## config.mk

```make
export PLATFORM = sky130hd
export DESIGN_NAME = multiword_ring_fifo_top
export DESIGN_NICKNAME = d
export VERILOG_FILES = /design/src/design/mwrf_pkg.sv /design/src/design/multiword_ring_fifo_top.sv /design/src/design/mwrf_ram.sv
export SDC_FILE = /design/constraint.sdc
export NUM_CORES = 1
export LEC_CHECK = 0
export ABC_CLOCK_PERIOD_IN_PS = 6500
export BUFFER_PORTS_ARGS = -buffer_cell sky130_fd_sc_hd__buf_2
export CORE_MARGIN = 1.5
export CORE_UTILIZATION = 45
export CTS_CLUSTER_DIAMETER = 150
export DETAILED_ROUTE_END_ITERATION = 10
export PLACE_DENSITY_LB_ADDON = 0.15
export SYNTH_ARGS = -nofsm -noshare
export SYNTH_HDL_FRONTEND = slang
export SYNTH_SLANG_ARGS = --single-unit
export TNS_END_PERCENT = 5
```

## constraint.sdc

```tcl
create_clock -name clk -period 6.5 [get_ports clk]
set_input_delay 0.325 -clock clk [delete_from_list [all_inputs] [get_ports clk]]
set_output_delay 0.325 -clock clk [all_outputs]
set_load 0.01 [all_outputs]
```

## src/design/mwrf_pkg.sv

```systemverilog
// Shared constants, action codes and helpers for the multiword ring FIFO.
`default_nettype none
package mwrf_pkg;

  localparam int DEPTH    = 64;
  localparam int ADDR_W   = (DEPTH > 1) ? $clog2(DEPTH) : 1;
  localparam int COUNT_W  = 7;
  localparam int WORD_W   = 16;
  localparam int ACTION_W = 3;

  typedef logic [ADDR_W-1:0]  addr_t;
  typedef logic [COUNT_W-1:0] count_t;
  typedef logic [WORD_W-1:0]  word_t;

  typedef enum logic [ACTION_W-1:0] {
    ACT_PUSH_TWO   = 3'd0,
    ACT_PUSH_THREE = 3'd1,
    ACT_POP        = 3'd2,
    ACT_PEEK       = 3'd3,
    ACT_FLUSH      = 3'd4
  } action_t;

  // A push is taken whole only while fewer than DEPTH-3 words are stored.
  localparam count_t PUSH_LIMIT = COUNT_W'(DEPTH - 3);
  localparam addr_t  LAST_ADDR  = ADDR_W'(DEPTH - 1);

  function automatic addr_t ptr_inc(input addr_t p);
    addr_t n;
    if (p == LAST_ADDR) begin
      n = '0;
    end else begin
      n = p + addr_t'(1);
    end
    return n;
  endfunction

endpackage
`default_nettype wire

```

## src/design/multiword_ring_fifo_top.sv

```systemverilog
// Top level of the multiword ring FIFO: command sequencer around the word RAM.
//
//   channel   handshake          ports
//   command   start / busy       action, first_word, second_word, third_word
//   result    done (one cycle)   read_word, was_empty, push_dropped, fill_count
//
// A push writes its first word as the item is taken, then its second and, for a
// three-word push, its third, one per write through the single RAM port. Pop and peek
// register the RAM word in ST_READ. Flush, refused pushes, empty reads and unused codes
// answer at once. A push result appears the cycle after the last RAM write. Each result
// comes as busy drops, so a new item may start in the cycle that carries the previous
// result. Synchronous reset empties the FIFO at once; the RAM contents are not cleared.
`default_nettype none
module multiword_ring_fifo_top (
  input  wire logic        clk,
  input  wire logic        rst,
  input  wire logic        start,
  output logic             busy,
  input  wire logic [2:0]  action,
  input  wire logic [15:0] first_word,
  input  wire logic [15:0] second_word,
  input  wire logic [15:0] third_word,
  output logic             done,
  output logic [15:0]      read_word,
  output logic             was_empty,
  output logic             push_dropped,
  output logic [6:0]       fill_count
);

  typedef enum logic [1:0] {
    ST_IDLE,
    ST_WR_SECOND,
    ST_WR_THIRD,
    ST_READ
  } state_t;

  state_t              state;
  mwrf_pkg::addr_t     wptr;
  mwrf_pkg::addr_t     rptr;
  mwrf_pkg::count_t    count;
  mwrf_pkg::word_t     second_q;
  mwrf_pkg::word_t     third_q;
  logic                three_q;
  logic                pop_q;

  logic                accept;
  logic                is_push;
  logic                is_read;
  logic                room;
  logic                ram_we;
  mwrf_pkg::addr_t     ram_addr;
  mwrf_pkg::word_t     ram_wdata;
  mwrf_pkg::word_t     ram_rdata;

  assign busy   = (state != ST_IDLE);
  assign accept = start && !busy;
  assign room   = (count < mwrf_pkg::PUSH_LIMIT);

  always_comb begin
    is_push = 1'b0;
    is_read = 1'b0;
    unique case (action) inside
      mwrf_pkg::ACT_PUSH_TWO, mwrf_pkg::ACT_PUSH_THREE: is_push = 1'b1;
      mwrf_pkg::ACT_POP, mwrf_pkg::ACT_PEEK:            is_read = 1'b1;
      default: ;
    endcase
  end

  // The first word of a push is written in the cycle the item is taken.
  always_comb begin
    ram_we    = 1'b0;
    ram_addr  = wptr;
    ram_wdata = first_word;
    unique case (state)
      ST_IDLE: begin
        ram_we   = accept && is_push && room;
        ram_addr = is_read ? rptr : wptr;
      end
      ST_WR_SECOND: begin
        ram_we    = 1'b1;
        ram_wdata = second_q;
      end
      ST_WR_THIRD: begin
        ram_we    = 1'b1;
        ram_wdata = third_q;
      end
      ST_READ: ;
      default: ;
    endcase
  end

  mwrf_ram #(
    .WIDTH (mwrf_pkg::WORD_W),
    .DEPTH (mwrf_pkg::DEPTH),
    .ADDR_W(mwrf_pkg::ADDR_W)
  ) u_ram (
    .clk  (clk),
    .we   (ram_we),
    .addr (ram_addr),
    .wdata(ram_wdata),
    .rdata(ram_rdata)
  );

  always_ff @(posedge clk) begin
    if (rst) begin
      state        <= ST_IDLE;
      wptr         <= '0;
      rptr         <= '0;
      count        <= '0;
      three_q      <= 1'b0;
      pop_q        <= 1'b0;
      done         <= 1'b0;
      read_word    <= '0;
      was_empty    <= 1'b0;
      push_dropped <= 1'b0;
      fill_count   <= '0;
    end else begin
      done <= 1'b0;
      unique case (state) inside
        ST_IDLE: begin
          if (accept) begin
            second_q <= second_word;
            third_q  <= third_word;
            three_q  <= (action == mwrf_pkg::ACT_PUSH_THREE);
            pop_q    <= (action == mwrf_pkg::ACT_POP);
            if (is_push && room) begin
              wptr  <= mwrf_pkg::ptr_inc(wptr);
              count <= count + mwrf_pkg::count_t'(1);
              state <= ST_WR_SECOND;
            end else if (is_read && (count != '0)) begin
              state <= ST_READ;
            end else begin
              // Answered at once: refused push, empty read, flush or unused code.
              done         <= 1'b1;
              read_word    <= '0;
              was_empty    <= is_read;
              push_dropped <= is_push;
              if (action == mwrf_pkg::ACT_FLUSH) begin
                wptr       <= '0;
                rptr       <= '0;
                count      <= '0;
                fill_count <= '0;
              end else begin
                fill_count <= count;
              end
            end
          end
        end
        ST_WR_SECOND, ST_WR_THIRD: begin
          wptr  <= mwrf_pkg::ptr_inc(wptr);
          count <= count + mwrf_pkg::count_t'(1);
          if (state == ST_WR_SECOND && three_q) begin
            state <= ST_WR_THIRD;
          end else begin
            state        <= ST_IDLE;
            done         <= 1'b1;
            read_word    <= '0;
            was_empty    <= 1'b0;
            push_dropped <= 1'b0;
            fill_count   <= count + mwrf_pkg::count_t'(1);
          end
        end
        ST_READ: begin
          state        <= ST_IDLE;
          done         <= 1'b1;
          read_word    <= ram_rdata;
          was_empty    <= 1'b0;
          push_dropped <= 1'b0;
          if (pop_q) begin
            rptr       <= mwrf_pkg::ptr_inc(rptr);
            count      <= count - mwrf_pkg::count_t'(1);
            fill_count <= count - mwrf_pkg::count_t'(1);
          end else begin
            fill_count <= count;
          end
        end
        default: state <= ST_IDLE;
      endcase
    end
  end

  // The fill count can never reach the full depth, since a push needs room for three.
  a_count_bound: assert property (@(posedge clk) disable iff (rst)
    count <= mwrf_pkg::COUNT_W'(mwrf_pkg::DEPTH - 1))
    else $error("fill count beyond depth");

  // An empty FIFO has its pointers together.
  a_empty_ptrs: assert property (@(posedge clk) disable iff (rst)
    (count == '0) |-> (wptr == rptr))
    else $error("pointers apart while empty");

  // The reported fill count matches the internal count on every result.
  a_fill_match: assert property (@(posedge clk) disable iff (rst)
    done |-> (fill_count == count))
    else $error("reported fill count differs from internal count");

  // A result never carries both flags.
  a_flags_excl: assert property (@(posedge clk) disable iff (rst)
    done |-> !(was_empty && push_dropped))
    else $error("both result flags set");

  // A read returns data only when it found a stored word.
  a_empty_zero: assert property (@(posedge clk) disable iff (rst)
    (done && was_empty) |-> (read_word == '0))
    else $error("empty read returned data");

endmodule
`default_nettype wire

```

## src/design/mwrf_ram.sv

```systemverilog
// Single-port synchronous RAM with a registered read port.
`default_nettype none
module mwrf_ram #(
  parameter int WIDTH  = 16,
  parameter int DEPTH  = 64,
  parameter int ADDR_W = (DEPTH > 1) ? $clog2(DEPTH) : 1
) (
  input  wire logic              clk,
  input  wire logic              we,
  input  wire logic [ADDR_W-1:0] addr,
  input  wire logic [WIDTH-1:0]  wdata,
  output logic      [WIDTH-1:0]  rdata
);

  logic [WIDTH-1:0] mem [DEPTH];

  always_ff @(posedge clk) begin
    if (we) begin
      mem[addr] <= wdata;
    end
    rdata <= mem[addr];
  end

endmodule
`default_nettype wire

```

Word-level counts from Yosys, hierarchy flattened
Memories as Yosys holds them, arrays and structs flattened. A register that Yosys moved wholly into a read port is not among the register bits. Cells that the tools add are included.

Bits in registers: 81. Memory bits (writable): 1024. Input port bits: 54. Output and inout bits: 27. Memories: 1.

$add $sub $neg: 4. $lt $le $gt $ge: 1. Equal/unequal tests: 18. Mux-type cells: 53. Bitwise gates (word level): 1. Reductions and logical operators: 24.

Memories: u_ram.mem (depth 64, width 16, rd ports 1, clocked after memory_dff 1, write ports 1, RTL line mwrf_ram.sv:15) `logic [WIDTH-1:0] mem [DEPTH];`.

Operator list (number): 6-bit two-way mux (11); 16-bit two-way mux (4); 7-bit two-way mux (8); 16-bit one-hot mux with 3 select lines (1); 7-bit one-hot mux with 3 select lines (2); 16-bit one-hot mux with 2 select lines (1); 6-bit one-hot mux with 2 select lines (2); 1-bit two-way mux (15); 6-bit by 1-bit adder with 6-bit output, second input constant (2); 6-bit == test, second input constant (2); 2-bit inequality test, second input constant (5); 1-bit one-hot mux with 3 select lines (3); 2-bit two-way mux (4); 7-bit by 1-bit adder with 7-bit output, second input constant (1); 7-bit by 6-bit < comparator with 1-bit output, second input constant (1); 7-bit nonzero test (1); 7-bit by 1-bit subtractor with 7-bit output, second input constant (1); 3-bit by 2-bit == test with 1-bit output, second input constant (2); 1-bit logical AND (6); 3-bit by 1-bit inequality test with 1-bit output, second input constant (2); 3-bit AND reduction (2); 6-bit AND reduction (1); 2-bit nonzero test (3); 2-bit OR reduction (3); other kinds (16) (18).

Depth between registers and ports, before layout
Depth after elaboration: 8. Depth in mapped cells: 12. Mapped depth without buffers: 9.

Modules after synthesis
A second synthesis with hierarchy kept.

Cell total of the unflattened synthesis: 2697. Area, all modules: 43593.1 µm².

Modules (own cells, without submodules): mwrf_ram (times used 1, cells an instance 2249, area an instance 39519.2 µm², sequential area each 31069.8 µm²); multiword_ring_fifo_top (times used 1, cells an instance 448, area an instance 4073.9 µm², sequential area each 1941.9 µm²).

Worst setup path after synthesis
No wires, ideal clock.

Path kind: reg-to-reg. Start: register state[0]. End: memory u_ram.mem[0][0], data pin. Library setup time: 0.549 ns. Arrival time: 3.406 ns. Slack: 2.545 ns. Cell stages (with the launch flop): 8. Path buffers: 3. Clock period less this slack: 3.955 ns. Cell sequence: dfxtp_1 > inv_1 > ha_1 > clkbuf_1 > buf_1 > clkbuf_1 > nor2_1 > a21oi_1.

Cells in the longest elaborated chain, start to end: 2. Elaborated cells between the ends (all ways): 3. Those cells by class: 2 x eq/ne; 1 x mux.

RTL lines: start, declared (RTL line multiword_ring_fifo_top.sv:37) `state_t state;`; start signal, assigned (RTL line multiword_ring_fifo_top.sv:106) `state <= ST_IDLE;`; start signal, assigned (RTL line multiword_ring_fifo_top.sv:129) `state <= ST_WR_SECOND;`; start signal, assigned (RTL line multiword_ring_fifo_top.sv:131) `state <= ST_READ;`; 2-bit == test or 2-bit by 1-bit == test with 1-bit output (tied branches) (RTL line multiword_ring_fifo_top.sv:74) `unique case (state)`; 16-bit one-hot mux with 2 select lines * (RTL line multiword_ring_fifo_top.sv:74); net ram_wdata[0] (RTL line multiword_ring_fifo_top.sv:52) `mwrf_pkg::word_t ram_wdata;`; end, declared (RTL line mwrf_ram.sv:15).

The timed path passes the listed nets; every way through them passes the cells marked *.

Worst setup path in the final report
Start: register state[0]. End: register u_ram.rdata[5] (read register of u_ram.mem).

Cells in the longest elaborated chain, start to end: 2.

RTL lines: 2-bit logical NOT (RTL line multiword_ring_fifo_top.sv:74); 6-bit two-way mux (RTL line multiword_ring_fifo_top.sv:74); end, declared (RTL line mwrf_ram.sv:12) `output logic [WIDTH-1:0] rdata`.

Every way passes these cells. A chain may end at the register's enable or synchronous reset.

==> metrics <==
Die Width 307 microns; static leakage 15.0 nW; die height 307 microns; fin nets 2666; Remaining Overflow, GRT 0; Max-slew headroom -7.78%; crit end category flip-flop; GP Congestion 0.850; die area 0.0940 sq mm; hpwl dp 66300 microns; Pwr Density 450 mW/mm^2; vias in the first global route 23700; sequential area share after synthesis 79.6%; post-route minimum period 4.84 ns; starting density of the core 45.3%; synth top area cells edfxtp_1 (76%), a22oi_1 (5.0%), dfxtp_1 (3.1%), a221oi_1 (2.8%), a22o_1 (2.7%); Worst path slowest cell nor4_1; crit start category flip-flop; Max IR drop VDD 0.000411 V; final period utilization 74.5%; Req. time, crit path 6.98 ns; Setup CP Type reg2reg; HP Class in2reg; vias 24400; Tot GR Track Use 24.4%; outcome finished with violations; clk slew on worst S/H paths 0.06 ns; DRC viols 0; H-tree Lvls 3; row count 111; Yosys top cell by area edfxtp_1; Routed Antenna Nets 0; Clock Tree Root clkbuf_16; total core area 0.0915 sq mm; synthesized instance count 2428; max_cap viols 1; Hold Vio Cnt, Final 0; Syn-to-layout area delta 15.1%; Primary FF master, synth edfxtp_1; antenna violations before repair 2; clock skew 0.0222 ns; count of final setup violators 0; via/cell ratio 6.29; design area 0.0477 sq mm; clock power share 29.0%; Slew @ Worst Pin 1.60 ns; Clock Path Buffers 3; worst skew pair latency 0.69 ns; FFs w/ async S/R, synth 0%; Crit path arrival time 5.32 ns; Slew Limit Fails 2; Syn Area/Cell 17.1 sq um; total number of yosys warnings 0; Num CTS Buffers 112; top achievable clock speed 206 MHz; Sequential Power Share 48.0%; combinational power share 23.0%; first-pass GRT wire length 167000 microns; EDFF count, synth 1056; switching pwr 6.88 mW; largest net degree at the start of global routing 102; syn nets 2492; Post-CTS Setup Bufs 0; initial drt markers 3222; WL/cell 29.6 microns; layout cells sized above 1 14.5%; top cell type's share of synthesized area 76.5%; Ports 81; cell chain of the critical path inv_1, ha_2, nand3b_4, mux2_4, buf_4, a22o_1, a221oi_1, a31oi_1, nor4_1, nand2_1; crit-path max FO 55; Sw Ratio 32.0%; max incr delay on CP 1.30 ns; setup TNS 0 ns; cell-internal power 14.6 mW; total clock sinks 1121; Total Wirelength 115000 microns; Seq cells post-synth 1121; DRT Pass-1 Iters 6; Yosys cell types 58; failing checks capacitance limit, slew limit; CTS tree built; input/output buffers 80; placed cell areas 0.0439 sq mm; RSZ-0062 raised after global routing false; cell area after synthesis 0.0415 sq mm
metrics by stage:
step / hold WS (ns) / utilization (%) / worst slack (ns) / total power, mW / std cells
5_1_grt: 0.137 / 52.1 / 1.60 / 22.2 / 3876
6_report: 0.101 / 52.1 / 1.66 / 21.5 / 3878
3_5_place_dp: 0.441 / 47.9 / 1.85 / 15.4 / 3640
2_1_floorplan: 0.424 / - / 2.55 / 12.9 / 2428
4_1_cts: 0.0697 / 52.1 / 1.85 / 21.6 / 3876
3_3_place_gp: 0.437 / 47.9 / 1.76 / 15.2 / 3640
flip-flops by register name (all words and copies together) (netlist names), 6 cells and up:
register     flops
u_ram.mem     1024
wptr             6
rptr             6
u_ram.rdata     16
read_word       16
third_q         16
count            7
fill_count       7
second_q        16
final cells by class:
class,count,area (sq um)
Fill cell,7289,43800
Antenna cell,2,5.00
Multi-Input combinational cell,1125,7950
Timing Repair Buffer,234,1720
Clock inverter,63,528
Clock buffer,139,2990
Sequential cell,1121,33000
Inverter,8,30.0
Tap cell,1186,1480
synthesized netlist by cell type, types with 56 or more instances:
cell type and instances:
nand2_1 74, a22oi_1 277, a31oi_1 130, a221oi_1 131
dfxtp_1 65, a21oi_1 60, edfxtp_1 1056, nor2_1 122
a22o_1 128, buf_2 56, clkbuf_1 95
worst max-delay path: cells and delay by family (launching register included):
| kind | cells | cell delay, ns |
|---|---|---|
| simple gates | 3 | 1.88 |
| compound gates | 3 | 0.75 |
| mux | 1 | 0.66 |
| buf+inv | 2 | 0.55 |
| fa+ha+maj | 1 | 0.36 |
| flops | 1 | 0.34 |
layout by cell type, fill, tap and decap left out, drive strengths merged, types with 10 or more instances in the layout:
master,Yosys,layout
nor4,31,31
nand3b,11,11
a22oi,277,277
buf,79,200
nor2,123,123
clkbuf,95,139
a211oi,10,10
dfxtp,65,65
nor3,13,13
o21ai,20,20
nand3,31,31
ha,10,10
edfxtp,1056,1056
dlygate4sd3,0,34
a21oi,60,60
clkinv,0,49
nand2,74,74
a31oi,130,130
a221oi,131,131
a22o,128,128
timing repair:
item | 4_1_cts | 5_1_grt
gates resized for setup | 0 | 0
hold buffers | 34 | 0
hold endpoints to repair | 33 | 0
final timing paths:
check                       startpoint                   endpoint  slack, ns  cells after the start
max              state[0]$_SDFFE_PP0P_     u_ram.rdata[5]$_DFF_P_       1.66                     10
min                          action[2]  push_dropped$_SDFFE_PP0P_       0.10                      4
max reg2reg      state[0]$_SDFFE_PP0P_     u_ram.rdata[5]$_DFF_P_       1.66                     10
min reg2reg  read_word[0]$_SDFFE_PP0P_  read_word[0]$_SDFFE_PP0P_       0.44                      2
power by group through the flow:
stage	clock network (mW)	registers (mW)	logic [mW]
6_report	6.23	10.3	4.94
5_1_grt	6.58	10.3	5.26
4_1_cts	6.30	10.3	4.96
3_5_place_dp	0	10.5	4.94
3_3_place_gp	0	10.4	4.80
2_1_floorplan	0	10.5	2.37
metal layers:
metal | vias up | global-route usage, % | wire length (microns) | share of wire, %
li1 | 10500 | - | - | -
met3 | 137 | 3.82 | 8920 | 7.8
met2 | 1098 | 38.3 | 53900 | 47
met4 | 2 | 5.70 | 2020 | 1.8
met1 | 12700 | 36.0 | 49900 | 43
met5 | - | 0 | 13 | 0.011
cells by family (layout without fill, tap and decap cells):
logic type / after synthesis / in the layout / share of synthesized area (%)
AO/OA/AOI/OAI: 776 / 776 / 14.0
XOR/XNOR: 3 / 3 / 0.0634
multiplexers: 11 / 11 / 0.281
adder cells (fa/ha/maj): 10 / 10 / 0.302
other: 0 / 2 / 0
AND/OR/NAND/NOR: 325 / 325 / 3.77
flip-flops: 1121 / 1121 / 79.6
buffers and inverters: 182 / 444 / 1.93
Power figures use the tool's default switching activity.
